### src/sv/mcr_pkg.sv
// ---------------------------------------------------------------------------
// mcr_pkg
// Shared codes and constants of the midpoint circle rasterizer.
// ---------------------------------------------------------------------------
`default_nettype none

package mcr_pkg;

   // command carried in req_tuser
   localparam logic CMD_START = 1'b0;
   localparam logic CMD_STEP  = 1'b1;

   // eight symmetric points per step
   localparam int unsigned OCT_W = 3;
   localparam logic [OCT_W-1:0] OCT_FIRST = 3'd0;
   localparam logic [OCT_W-1:0] OCT_LAST  = 3'd7;

endpackage : mcr_pkg

`default_nettype wire

### src/sv/mcr_front.sv
// ---------------------------------------------------------------------------
// mcr_front
// Takes start and step items, runs the midpoint walk one step per item and
// posts each step's centre, (x, y) and done flag as a job.
// ---------------------------------------------------------------------------
`default_nettype none

module mcr_front #(
   parameter int unsigned COORD_BITS  = 16,
   parameter int unsigned RADIUS_BITS = 12,
   parameter int unsigned JOB_W       = 2 * COORD_BITS + 2 * RADIUS_BITS + 2
) (
   input  logic                         clock,
   input  logic                         reset,
   input  logic                         item_valid,
   output logic                         item_ready,
   input  logic                         cmd,
   input  logic signed [COORD_BITS-1:0] center_x,
   input  logic signed [COORD_BITS-1:0] center_y,
   input  logic [RADIUS_BITS-1:0]       radius,
   output logic                         job_push,
   output logic [JOB_W-1:0]             job_data,
   input  logic                         job_full
);
   import mcr_pkg::*;

   localparam int unsigned R     = RADIUS_BITS;
   localparam int unsigned ERR_W = RADIUS_BITS + 4;

   logic                         active_ff, active_in;
   logic signed [COORD_BITS-1:0] cx_ff, cx_in, cy_ff, cy_in;
   logic [R:0]                   diam_ff, diam_in;
   logic signed [R:0]            wx_ff, wx_in;
   logic [R-1:0]                 wy_ff, wy_in;
   logic [R+1:0]                 tx_ff, tx_in, ty_ff, ty_in;
   logic signed [ERR_W-1:0]      err_ff, err_in;

   logic                         accept;
   logic signed [ERR_W-1:0]      e1, e2;
   logic signed [R:0]            x1;
   logic [R-1:0]                 y1;
   logic [R+1:0]                 tx1, ty1;
   logic                         done;

   assign item_ready = !job_full;
   assign accept     = item_valid && item_ready;

   // one midpoint step
   always_comb begin
      y1  = wy_ff;
      ty1 = ty_ff;
      e1  = err_ff;
      if (err_ff <= 0) begin
         y1  = wy_ff + 1'b1;
         e1  = err_ff + $signed({{(ERR_W-R-2){1'b0}}, ty_ff});
         ty1 = ty_ff + (R+2)'(2);
      end
      x1  = wx_ff;
      tx1 = tx_ff;
      e2  = e1;
      if (e1 > 0) begin
         x1  = wx_ff - 1'b1;
         tx1 = tx_ff + (R+2)'(2);
         e2  = e1 + $signed({{(ERR_W-R-2){1'b0}}, tx1})
                  - $signed({{(ERR_W-R-1){1'b0}}, diam_ff});
      end
      done = $signed({x1[R], x1}) < $signed({2'b00, y1});
   end

   always_comb begin
      active_in = active_ff;
      cx_in     = cx_ff;
      cy_in     = cy_ff;
      diam_in   = diam_ff;
      wx_in     = wx_ff;
      wy_in     = wy_ff;
      tx_in     = tx_ff;
      ty_in     = ty_ff;
      err_in    = err_ff;
      job_push  = 1'b0;
      if (accept) begin
         if (cmd == CMD_START) begin
            cx_in     = center_x;
            cy_in     = center_y;
            diam_in   = {radius, 1'b0};
            wx_in     = $signed({1'b0, radius}) - $signed((R+1)'(1));
            wy_in     = '0;
            tx_in     = (R+2)'(1);
            ty_in     = (R+2)'(1);
            err_in    = ERR_W'(1) - $signed({{(ERR_W-R-1){1'b0}}, radius, 1'b0});
            active_in = (radius != '0);
         end else if (active_ff) begin
            wx_in     = x1;
            wy_in     = y1;
            tx_in     = tx1;
            ty_in     = ty1;
            err_in    = e2;
            active_in = !done;
            job_push  = 1'b1;
         end
      end
   end

   // job: {done, y, x, cy, cx}
   assign job_data = {done, wy_ff, wx_ff, cy_ff, cx_ff};

   always_ff @(posedge clock) begin
      if (reset) begin
         active_ff <= 1'b0;
      end else begin
         active_ff <= active_in;
      end
      cx_ff   <= cx_in;
      cy_ff   <= cy_in;
      diam_ff <= diam_in;
      wx_ff   <= wx_in;
      wy_ff   <= wy_in;
      tx_ff   <= tx_in;
      ty_ff   <= ty_in;
      err_ff  <= err_in;
   end

endmodule : mcr_front

`default_nettype wire

### src/sv/mcr_queue.sv
// ---------------------------------------------------------------------------
// mcr_queue
// Short first-in first-out job queue between front and back.
// ---------------------------------------------------------------------------
`default_nettype none

module mcr_queue #(
   parameter int unsigned WIDTH = 58,
   parameter int unsigned DEPTH = 2
) (
   input  logic             clock,
   input  logic             reset,
   input  logic             push,
   input  logic [WIDTH-1:0] push_data,
   output logic             full,
   input  logic             pop,
   output logic             head_valid,
   output logic [WIDTH-1:0] head_data
);
   localparam int unsigned PTR_W = (DEPTH > 1) ? $clog2(DEPTH) : 1;
   localparam int unsigned CNT_W = $clog2(DEPTH + 1);

   logic [WIDTH-1:0] slot_ff [DEPTH];
   logic [PTR_W-1:0] wr_ptr_ff, wr_ptr_in, rd_ptr_ff, rd_ptr_in;
   logic [CNT_W-1:0] count_ff, count_in;
   logic             do_push, do_pop;

   assign full       = (count_ff == CNT_W'(DEPTH));
   assign head_valid = (count_ff != '0);
   assign head_data  = slot_ff[rd_ptr_ff];
   assign do_push    = push && !full;
   assign do_pop     = pop && head_valid;

   always_comb begin
      wr_ptr_in = wr_ptr_ff;
      rd_ptr_in = rd_ptr_ff;
      if (do_push) begin
         wr_ptr_in = (wr_ptr_ff == PTR_W'(DEPTH - 1)) ? '0 : wr_ptr_ff + 1'b1;
      end
      if (do_pop) begin
         rd_ptr_in = (rd_ptr_ff == PTR_W'(DEPTH - 1)) ? '0 : rd_ptr_ff + 1'b1;
      end
      count_in = count_ff + CNT_W'(do_push) - CNT_W'(do_pop);
   end

   always_ff @(posedge clock) begin
      if (reset) begin
         wr_ptr_ff <= '0;
         rd_ptr_ff <= '0;
         count_ff  <= '0;
      end else begin
         wr_ptr_ff <= wr_ptr_in;
         rd_ptr_ff <= rd_ptr_in;
         count_ff  <= count_in;
      end
      if (do_push) begin
         slot_ff[wr_ptr_ff] <= push_data;
      end
   end

endmodule : mcr_queue

`default_nettype wire

### src/sv/mcr_back.sv
// ---------------------------------------------------------------------------
// mcr_back
// Expands each job into its eight symmetric points, one per cycle while the
// output is not stalled, into an output register.
// ---------------------------------------------------------------------------
`default_nettype none

module mcr_back #(
   parameter int unsigned COORD_BITS  = 16,
   parameter int unsigned RADIUS_BITS = 12,
   parameter int unsigned JOB_W       = 2 * COORD_BITS + 2 * RADIUS_BITS + 2
) (
   input  logic                                  clock,
   input  logic                                  reset,
   input  logic                                  job_valid,
   input  logic [JOB_W-1:0]                      job_data,
   output logic                                  job_pop,
   output logic                                  out_valid,
   input  logic                                  out_ready,
   output logic signed [COORD_BITS:0]            point_x,
   output logic signed [COORD_BITS:0]            point_y,
   output logic [mcr_pkg::OCT_W-1:0]             octant,
   output logic                                  last_of_run,
   output logic                                  circle_done
);
   import mcr_pkg::*;

   localparam int unsigned C     = COORD_BITS;
   localparam int unsigned R     = RADIUS_BITS;
   localparam int unsigned SUM_W = ((C > R + 1) ? C : R + 1) + 2;

   logic signed [C-1:0]     j_cx, j_cy;
   logic signed [R:0]       j_x;
   logic [R-1:0]            j_y;
   logic                    j_done;
   logic signed [SUM_W-1:0] ex_cx, ex_cy, ex_x, ex_y, a, b, px, py;

   logic [OCT_W-1:0]        k_ff, k_in;
   logic                    valid_ff, valid_in;
   logic signed [C:0]       px_ff, px_in, py_ff, py_in;
   logic [OCT_W-1:0]        oct_ff, oct_in;
   logic                    last_ff, last_in, done_ff, done_in;
   logic                    load;

   assign {j_done, j_y, j_x, j_cy, j_cx} = job_data;

   assign ex_cx = SUM_W'(j_cx);
   assign ex_cy = SUM_W'(j_cy);
   assign ex_x  = SUM_W'(j_x);
   assign ex_y  = $signed({{(SUM_W-R){1'b0}}, j_y});

   // bit 2 swaps x and y, bit 1 negates the x offset, bit 0 picks +y side
   assign a  = k_ff[2] ? ex_y : ex_x;
   assign b  = k_ff[2] ? ex_x : ex_y;
   assign px = k_ff[1] ? ex_cx - a : ex_cx + a;
   assign py = k_ff[0] ? ex_cy + b : ex_cy - b;

   assign load    = job_valid && (!valid_ff || out_ready);
   assign job_pop = load && (k_ff == OCT_LAST);

   always_comb begin
      k_in     = k_ff;
      valid_in = valid_ff;
      px_in    = px_ff;
      py_in    = py_ff;
      oct_in   = oct_ff;
      last_in  = last_ff;
      done_in  = done_ff;
      if (load) begin
         valid_in = 1'b1;
         px_in    = px[C:0];
         py_in    = py[C:0];
         oct_in   = k_ff;
         last_in  = (k_ff == OCT_LAST);
         done_in  = (k_ff == OCT_LAST) && j_done;
         k_in     = (k_ff == OCT_LAST) ? OCT_FIRST : k_ff + 1'b1;
      end else if (out_ready) begin
         valid_in = 1'b0;
      end
   end

   always_ff @(posedge clock) begin
      if (reset) begin
         k_ff     <= OCT_FIRST;
         valid_ff <= 1'b0;
      end else begin
         k_ff     <= k_in;
         valid_ff <= valid_in;
      end
      px_ff   <= px_in;
      py_ff   <= py_in;
      oct_ff  <= oct_in;
      last_ff <= last_in;
      done_ff <= done_in;
   end

   assign out_valid   = valid_ff;
   assign point_x     = px_ff;
   assign point_y     = py_ff;
   assign octant      = oct_ff;
   assign last_of_run = last_ff;
   assign circle_done = done_ff;

endmodule : mcr_back

`default_nettype wire

### src/sv/midpoint_circle_rasterizer_top.sv
// ---------------------------------------------------------------------------
// midpoint_circle_rasterizer_top
// Integer midpoint circle rasterizer: start items load a circle, step items
// each give the eight symmetric points of one walk step.
// ---------------------------------------------------------------------------
//
//  channel  dir  handshake           payload
//  req_     in   tvalid/tready       tdata: center_x, center_y, radius
//                                    tuser: cmd (0 start, 1 step)
//  rsp_     out  tvalid/tready       tdata: point_x, point_y
//                                    tuser: octant, circle_done
//                                    tlast: last_of_run
//
//  The front takes one item per cycle while the job queue is not full and
//  advances the walk in that cycle; each live step becomes a job in a
//  two-deep queue. The back turns a job into eight points, one per cycle
//  while rsp_tready is high, so a steady stream of steps is paced by the
//  output port. Start items and steps on a finished circle give no items
//  and are taken by the front only.
//  req_tready drops only while the job queue is full; a stalled rsp_ side
//  holds its register and backs up into the queue.
//  Reset is synchronous, active high, and clears the walk's active flag,
//  the queue and the output valid; a start item loads the rest of the walk.
//
`default_nettype none

module midpoint_circle_rasterizer_top #(
   parameter int unsigned COORD_BITS  = 16,
   parameter int unsigned RADIUS_BITS = 12
) (
   input  logic                                             clock,
   input  logic                                             reset,
   // center_x, center_y, radius (lowest first), zero padded
   input  logic [((2*COORD_BITS+RADIUS_BITS+7)/8)*8-1:0]    req_tdata,
   // cmd
   input  logic                                             req_tuser,
   input  logic                                             req_tvalid,
   output logic                                             req_tready,
   // point_x, point_y (lowest first), zero padded
   output logic [((2*COORD_BITS+2+7)/8)*8-1:0]              rsp_tdata,
   // octant, circle_done (lowest first)
   output logic [mcr_pkg::OCT_W:0]                          rsp_tuser,
   output logic                                             rsp_tlast,
   output logic                                             rsp_tvalid,
   input  logic                                             rsp_tready
);
   import mcr_pkg::*;

   localparam int unsigned C      = COORD_BITS;
   localparam int unsigned R      = RADIUS_BITS;
   localparam int unsigned JOB_W  = 2 * C + 2 * R + 2;
   localparam int unsigned OUT_W  = ((2 * C + 2 + 7) / 8) * 8;
   localparam int unsigned QDEPTH = 2;

   logic signed [C-1:0] center_x, center_y;
   logic [R-1:0]        radius;
   logic                job_push, job_full, job_valid, job_pop;
   logic [JOB_W-1:0]    job_in, job_head;
   logic signed [C:0]   point_x, point_y;
   logic [OCT_W-1:0]    octant;
   logic                circle_done;

   // padding bits of req_tdata above radius are not looked at
   assign center_x = req_tdata[C-1:0];
   assign center_y = req_tdata[2*C-1:C];
   assign radius   = req_tdata[2*C+R-1:2*C];

   mcr_front #(
      .COORD_BITS  (C),
      .RADIUS_BITS (R),
      .JOB_W       (JOB_W)
   ) u_front (
      .clock      (clock),
      .reset      (reset),
      .item_valid (req_tvalid),
      .item_ready (req_tready),
      .cmd        (req_tuser),
      .center_x   (center_x),
      .center_y   (center_y),
      .radius     (radius),
      .job_push   (job_push),
      .job_data   (job_in),
      .job_full   (job_full)
   );

   mcr_queue #(
      .WIDTH (JOB_W),
      .DEPTH (QDEPTH)
   ) u_queue (
      .clock      (clock),
      .reset      (reset),
      .push       (job_push),
      .push_data  (job_in),
      .full       (job_full),
      .pop        (job_pop),
      .head_valid (job_valid),
      .head_data  (job_head)
   );

   mcr_back #(
      .COORD_BITS  (C),
      .RADIUS_BITS (R),
      .JOB_W       (JOB_W)
   ) u_back (
      .clock       (clock),
      .reset       (reset),
      .job_valid   (job_valid),
      .job_data    (job_head),
      .job_pop     (job_pop),
      .out_valid   (rsp_tvalid),
      .out_ready   (rsp_tready),
      .point_x     (point_x),
      .point_y     (point_y),
      .octant      (octant),
      .last_of_run (rsp_tlast),
      .circle_done (circle_done)
   );

   assign rsp_tdata = OUT_W'({point_y, point_x});
   assign rsp_tuser = {circle_done, octant};

endmodule : midpoint_circle_rasterizer_top

`default_nettype wire

### config.mk
export PLATFORM = sky130hd
export DESIGN_NAME = midpoint_circle_rasterizer_top
export DESIGN_NICKNAME = d
export VERILOG_FILES = /design/src/sv/mcr_pkg.sv /design/src/sv/mcr_front.sv /design/src/sv/mcr_queue.sv /design/src/sv/mcr_back.sv /design/src/sv/midpoint_circle_rasterizer_top.sv
export SDC_FILE = /design/constraint.sdc
export NUM_CORES = 1
export LEC_CHECK = 0
export BUFFER_PORTS_ARGS = -buffer_cell sky130_fd_sc_hd__clkbuf_2
export CAP_MARGIN = 5
export CELL_PAD_IN_SITES_DETAIL_PLACEMENT = 1
export CELL_PAD_IN_SITES_GLOBAL_PLACEMENT = 1
export CORE_UTILIZATION = 54
export DETAILED_ROUTE_END_ITERATION = 6
export PLACE_DENSITY_LB_ADDON = 0.25
export SETUP_SLACK_MARGIN = 0.02
export SYNTH_ARGS = -nofsm -noshare
export SYNTH_HDL_FRONTEND = slang
export SYNTH_HIERARCHICAL = 1
export SYNTH_SLANG_ARGS = --single-unit
### constraint.sdc
create_clock -name clock -period 14.95 [get_ports clock]
set_input_delay 0.7475 -clock clock [delete_from_list [all_inputs] [get_ports clock]]
set_output_delay 0.7475 -clock clock [all_outputs]
set_load 0.005 [all_outputs]
Word level (Yosys, flattened, before mapping)
Memories as Yosys holds them, arrays and structs flattened. A register that Yosys moved wholly into a read port is not among the register bits.
Cells that the tools add are included.
{"block": "word_totals", "ff_bits": 161, "ram_bits": 116, "inputBits": 53, "output_inout_bits": 47, "wordCells": 95, "memories": 1}
{"name": "u_queue.slot_ff", "words": 2, "word_bits": 58, "read_ports": 1, "rd_ports_with_merged_regs": 1, "wr": 1, "line": "mcr_queue.sv:23", "rtl": "logic [WIDTH-1:0] slot_ff [DEPTH];"}
{"block": "op_classes", "add_sub_neg": 18, "order_cmp": 3, "n_eq_ne": 5, "mux": 31, "bitwise": 1, "reduce_logical": 17}
{"cell": "two-way mux 17 bit", "n": 4}
{"cell": "two-way mux 16 bit", "n": 4}
{"cell": "two-way mux 14 bit", "n": 4}
{"cell": "two-way mux 13 bit", "n": 3}
{"cell": "adder 16 x 17 -> 17 bit", "n": 2}
{"cell": "subtractor 16 x 17 -> 17 bit", "n": 2}
{"cell": "adder 16 x 15 -> 16 bit", "n": 2}
{"cell": "adder 14 x 2 -> 14 bit (second input constant)", "n": 2}
{"cell": "two-way mux 12 bit", "n": 2}
{"cell": "> comparator 16 x 1 -> 1 bit (second input constant)", "n": 1}
{"cell": "<= comparator 16 x 1 -> 1 bit (second input constant)", "n": 1}
{"cell": "subtractor 16 x 14 -> 16 bit", "n": 1}
{"cell": "subtractor 1 x 13 -> 14 bit (first input constant)", "n": 1}
{"cell": "< comparator 13 bit", "n": 1}
{"cell": "two-way mux 1 bit", "n": 13}
{"cell": "subtractor 12 x 1 -> 13 bit (second input constant)", "n": 1}
{"cell": "subtractor 13 x 1 -> 13 bit (second input constant)", "n": 1}
{"cell": "adder 12 x 1 -> 12 bit (second input constant)", "n": 1}
{"cell": "nonzero test 12 bit", "n": 1}
{"cell": "logical AND 1 bit", "n": 6}
{"cell": "inequality test 2 x 1 -> 1 bit (second input constant)", "n": 3}
{"cell": "AND reduction 3 bit", "n": 2}
{"cell": "AND reduction 2 bit", "n": 2}
{"cell": "nonzero test 2 bit", "n": 2}
{"cell": "10 further kinds", "n": 13}

Depth between registers and ports, before layout
{"block": "logic_depth", "ltp_word": 8, "depth_mapped": 28, "ltp_nobuf": 27}

Cells and area by module
The synthesis kept the hierarchy.
{"mod": "mcr_front", "instances": 1, "cells_per_inst": 687, "area_each_um2": 7359.6, "seq_area_each_um2": 3353.2}
{"mod": "mcr_queue", "instances": 1, "cells_per_inst": 207, "area_each_um2": 4418.0, "seq_area_each_um2": 3583.4}
{"mod": "mcr_back", "instances": 1, "cells_per_inst": 440, "area_each_um2": 4050.1, "seq_area_each_um2": 1251.2}
{"mod": "midpoint_circle_rasterizer_top", "instances": 1, "cells_per_inst": 8, "area_each_um2": 56.3, "seq_area_each_um2": 0.0}

Worst setup path before layout
OpenSTA, ideal clock, no wires.
{"block": "synth_path", "path_type": "register to register", "startpoint": "register u_front.ty_ff[7]", "endpoint": "memory u_queue.slot_ff[0][57], data pin", "setup_ps": 127, "arrival_ps": 4993, "required_ps": 14823, "slack_ps": 9830, "path_stages_with_launch": 28, "path_buffers": 2, "period_less_slack_ps": 5120, "cell_sequence": "edfxtp_1 -> ha_1 -> a211oi_1 -> and3_1 -> nand3_1 -> a31oi_1 -> o21ai_0 -> a21oi_1 -> nor2_1 -> xnor2_1 -> ha_1 -> nand2_1 -> nor4_1 -> o2111ai_1 -> a221oi_1 -> and4_4 -> or2_4 -> buf_6 -> nor2_1 -> xor2_1 -> ha_1 -> a21o_1 -> a21o_1 -> a21oi_1 -> a211oi_1 -> or2_2 -> o211ai_1 -> buf_4"}
{"block": "synth_between", "elab_chain_cells": 5}
{"element": "start: declaration", "line": "mcr_front.sv:35", "rtl": "logic [R+1:0] tx_ff, tx_in, ty_ff, ty_in;"}
{"element": "start signal: assignment", "line": "mcr_front.sv:119", "rtl": "ty_ff <= ty_in;"}
{"element": "adder 16 x 15 -> 16 bit", "line": "mcr_front.sv:55", "rtl": "e1 = err_ff + $signed({{(ERR_W-R-2){1'b0}}, ty_ff});"}
{"element": "two-way mux 16 bit", "line": "mcr_front.sv:53", "rtl": "if (err_ff <= 0) begin"}
{"element": "> comparator 16 x 1 -> 1 bit", "line": "mcr_front.sv:61", "rtl": "if (e1 > 0) begin"}
{"element": "two-way mux 13 bit", "line": "mcr_front.sv:61"}
{"element": "< comparator 13 bit", "line": "mcr_front.sv:67", "rtl": "done = $signed({x1[R], x1}) < $signed({2'b00, y1});"}
{"element": "net u_front.done", "line": "mcr_front.sv:43", "rtl": "logic done;"}
{"element": "end: declaration", "line": "mcr_queue.sv:23"}
The timed path passes the listed nets, and every way through them passes these cells.

Final worst setup path
{"block": "layout_path", "startpoint": "register u_front.err_ff[2]", "endpoint": "register u_front.active_ff"}
{"block": "layout_between", "elab_chain_cells": 8, "word_cells_on_any_way": 10, "cone_classes": "add/sub: 1; order compare: 3; mux: 5; reduce/logical: 1"}
{"element": "start: declaration", "line": "mcr_front.sv:36", "rtl": "logic signed [ERR_W-1:0] err_ff, err_in;"}
{"element": "start signal: assignment", "line": "mcr_front.sv:120", "rtl": "err_ff <= err_in;"}
{"element": "adder 16 x 15 -> 16 bit / <= comparator 16 x 1 -> 1 bit (equally long branches)", "line": "mcr_front.sv:55, mcr_front.sv:53"}
{"element": "two-way mux 16 bit", "line": "mcr_front.sv:53"}
{"element": "> comparator 16 x 1 -> 1 bit", "line": "mcr_front.sv:61"}
{"element": "two-way mux 13 bit", "line": "mcr_front.sv:61"}
{"element": "< comparator 13 bit *", "line": "mcr_front.sv:67"}
{"element": "zero test 1 bit *", "line": "mcr_front.sv:98", "rtl": "active_in = !done;"}
{"element": "two-way mux 1 bit *", "line": "mcr_front.sv:92", "rtl": "end else if (active_ff) begin"}
{"element": "two-way mux 1 bit *", "line": "mcr_front.sv:82", "rtl": "if (cmd == CMD_START) begin"}
{"element": "end signal: assignment", "line": "mcr_front.sv:111", "rtl": "active_ff <= active_in;"}
{"element": "end: declaration", "line": "mcr_front.sv:30", "rtl": "logic active_ff, active_in;"}
Mark *: on every way between the ends. The rest lies on a longest branch, timed or not.
A chain may end at the register's enable or synchronous reset.

==> metrics.csv <==
stage,metric,value,unit
job,max_cap viols,0,
global_route,antenna violations before repair,0,
synth,Cell variety after synth,82,
layout,FILL cells,3013,
floorplan,chip width,174,µm
synth,"FF+latch count, synth",276,
global_route,gr usage total,26.3,%
clock_tree,Max Buffers Root-to-Sink,3,
pwr,sequential share of power,43.6,%
outcome,status,"complete, no violations",
place,Placed Instances,1786,
floorplan,Die Y,174,µm
place,detailed placement HPWL,27300,µm
drt,DR pass1 iterations,5,
global_route,largest net degree at the start of global routing,87,
clock_tree,CTS Buf Count,29,
layout,share of cells above drive strength 1,17.5,%
setup_path,Worst setup SP type,register,
drt,initial drt markers,670,
layout,Nets,1585,
setup_path,worst setup path endpoint,u_front/active_ff,
pwr,switching power share of the total,27.9,%
synth,Mapped Cells,1342,
synth,sequential area share after synthesis,51.5,%
setup_path,Setup CP Type,register to register,
floorplan,starting density of the core,55.0,%
pwr,maximum vdd drop,0.0893,mV
timing,RSZ-0062 raised after global routing,no,
clock_tree,cts repair resizes,0,
timing,Max Clk Rate,0.155,GHz
floorplan,row count,62,
global_route,first-pass GRT wire length,62400,µm
drt,overall routed net length,39500,µm
drt,post-route ant nets,0,
drt,routed wire length per instance,21.4,µm
pwr,Comb power frac,21.0,%
clock_tree,Worst-path clk slew,60,ps
timing,final worst-path cycle share,43.1,%
clock_tree,clock latency on the worst-skew pair,570,ps
pwr,PwrDens,118,nW/µm²
place,RD Place Congestion,0.857,
timing,Final TNS setup,0,ps
timing,slew margin rel.,28.7,%
synth,"Warnings, synthesis",6,
timing,# setup viols final,0,
timing,final hold violations,0,
clock_tree,Post-CTS Setup Inserts,0,
drt,vias,10842,
worst_hold_path,HP Class,primary input to register,
clock_tree,hold_buf cts,0,
pwr,Pleak,6.55,nW
pwr,clock power share,35.4,%
clock_tree,CTS tree,done,
synth,"Cell Area, Synth",15900,µm²
layout,multi-input logic area,7220,µm²
place,IO Port Bufs,89,
synth,Post-Syn Area per Cell,11.8,µm²
pwr,Psw,0.580,mW
drt,residual DRC count,0,
clock_tree,H-tree levels,1,
clock_tree,CTS Root Cell,clkbuf_16,
timing,measured slew at the worst slew-check pin,1070,ps
setup_path,worst r2r path cells,26,
layout,most frequent cells in the layout,"edfxtp_1 (266), clkbuf_2 (89), nor2_1 (84)",
setup_path,R2R Path Start,u_front/err_ff[2],
pwr,cell internal pwr,1.50,mW
drt,Via density,5.89,
floorplan,core area,28900,µm²
layout,Final Cell Area,17600,µm²
timing,min Tclk post-route,6450,ps
layout,Storage cell area,8190,µm²
setup_path,RR Endpoint,u_front/active_ff,
pwr,total chip power,2.08,mW
place,Area after DPL,16700,µm²
synth,"EDFF count, synth",266,
global_route,total grt overflow,0,
floorplan,I/O Pins,100,
layout,ant diodes,0,
setup_path,CP Max Fanout,31,
floorplan,full die area,30100,µm²
layout,"commonest non-fill, non-tap cell in the layout",edfxtp_1,
timing,clk_skew,17.5,ps
clock_tree,CTS sink count,276,
setup_path,Crit. End Element,register,
setup_path,CP Data Required Time,15390,ps
global_route,vias in the first global route,11694,
synth,asr flop ratio synth,0,%
layout,Area Growth Syn to Fin,11.1,%
timing,Slew Limit Fails,0,
setup_path,flop2flop setup slack,8500,ps
layout,Layout Cells excl Fill,1841,
setup_path,critical path arrival,6890,ps
synth,dominant synthesized flop cell,edfxtp_1,
setup_path,crit path from,u_front/err_ff[2],
## synthesized netlist by cell type (all sizes together), types with 6 or more instances
| master | instances | area share [%] |
|---|---|---|
| or4 | 6 | 0.31 |
| nor3 | 37 | 1.2 |
| a21boi | 8 | 0.38 |
| fa | 15 | 1.9 |
| mux2 | 76 | 5.4 |
| nand2b | 16 | 0.65 |
| nor4 | 13 | 0.74 |
| xnor2 | 67 | 3.7 |
| xor2 | 53 | 2.9 |
| inv | 64 | 1.5 |
| buf | 30 | 1.3 |
| or3 | 14 | 0.55 |
| nor2 | 85 | 2.0 |
| edfxtp | 266 | 50 |
| a211oi | 8 | 0.41 |
| nor3b | 8 | 0.38 |
| dfxtp | 10 | 1.3 |
| mux2i | 26 | 1.7 |
| nand4 | 13 | 0.51 |
| a21oi | 65 | 2.1 |
| ha | 83 | 6.5 |
| nand2 | 75 | 1.8 |
| or2 | 7 | 0.29 |
| o21ai | 66 | 2.1 |
| o21a | 12 | 0.57 |
| and3 | 13 | 0.52 |
| nor2b | 33 | 1.3 |
| a31oi | 10 | 0.39 |
| clkbuf | 15 | 0.35 |
| and2 | 21 | 0.83 |
| nand3 | 32 | 1.0 |
| o211ai | 6 | 0.28 |
| o21bai | 6 | 0.28 |
| a21o | 22 | 1.0 |
## metal layers
metal / vias to the layer above / track usage, % / routed length, µm
met5: - / 0 / 0
met4: 0 / 10.6 / 1510
met3: 95 / 3.44 / 1410
met2: 223 / 50.0 / 21100
met1: 5377 / 29.6 / 15500
li1: 5147 / - / -
## registers in the layout, indices dropped and copies added, names as in the netlist, 2 cells and up, named ones only
signal and count:
u_back/point_y 17, u_queue/count_ff 2, u_queue/slot_ff 116, u_back/octant 3, u_back/point_x 17, u_front/wy_ff 12
u_front/tx_ff 13, u_front/err_ff 16, u_front/diam_ff 12, u_front/cy_ff 16, u_back/k_ff 3, u_front/cx_ff 16
u_front/ty_ff 13, u_front/wx_ff 13
## layout make-up
class | instances | share of cell area [%]
inverters | 64 | 1.36
well taps | 384 | 2.72
multi-input cells | 962 | 40.9
repair buffers | 101 | 3.03
clock inverters | 9 | 0.567
clock buffers | 45 | 4.97
flip-flops and latches | 276 | 46.4
## logic make-up after synthesis
group,synth area share [%]
buffers and inverters,3.15
AO/OA/AOI/OAI,10.3
other,0.0236
flip-flops,51.5
AND/OR/NAND/NOR,12.8
XOR/XNOR,6.66
multiplexers,7.07
adder cells (fa/ha/maj),8.43
## through the flow
stage	setup WS (ps)	hold WS [ps]	util, %
2_1_floorplan	9830	421	-
3_3_place_gp	8880	425	57.7
3_5_place_dp	8720	431	57.7
4_1_cts	8580	344	61.1
5_1_grt	8070	342	61.1
6_report	8500	357	61.1
## how the worst min path moves through the flow
stage	from	end	slack, ps	cells past startpoint
2_1_floorplan	u_front/cx_ff[0]	u_queue/slot_ff[0][0]	420	0
3_3_place_gp	u_front/cy_ff[15]	u_queue/slot_ff[0][31]	420	0
3_5_place_dp	u_front/cy_ff[7]	u_queue/slot_ff[1][23]	430	0
4_1_cts	req_tdata[23]	u_front/cy_ff[7]	340	1
5_1_grt	req_tdata[23]	u_front/cy_ff[7]	340	1
6_report	req_tdata[3]	u_front/cx_ff[3]	360	1
## worst max-delay path, cell delays in order, from the launching register on
cell and delay [ps]:
edfxtp_1 470, ha_1 360, nor2b_1 170, o2111ai_1 390, nand3_1 160, a31oi_1 290, o21ai_0 120, a21oi_1 190
nor2_1 80, xnor2_1 350, ha_1 290, nand2_1 70, nor4_1 340, o2111ai_1 200, a221oi_1 330, and4_4 310
or2_4 420, nor2_1 120, xor2_1 220, ha_1 300, a21o_1 180, a21o_1 160, a21oi_1 200, a211oi_1 100
or2_2 320, o2111ai_1 100, a21oi_1 80
## power groups by stage
stage          Combinational, mW  Clock [mW]  Sequential (mW)
6_report                   0.438       0.737            0.907
3_3_place_gp               0.409           0            0.920
4_1_cts                    0.436       0.750            0.907
2_1_floorplan              0.322           0            0.914
5_1_grt                    0.482       0.771            0.910
3_5_place_dp               0.429           0            0.922
(Power assumes the default switching activity.)
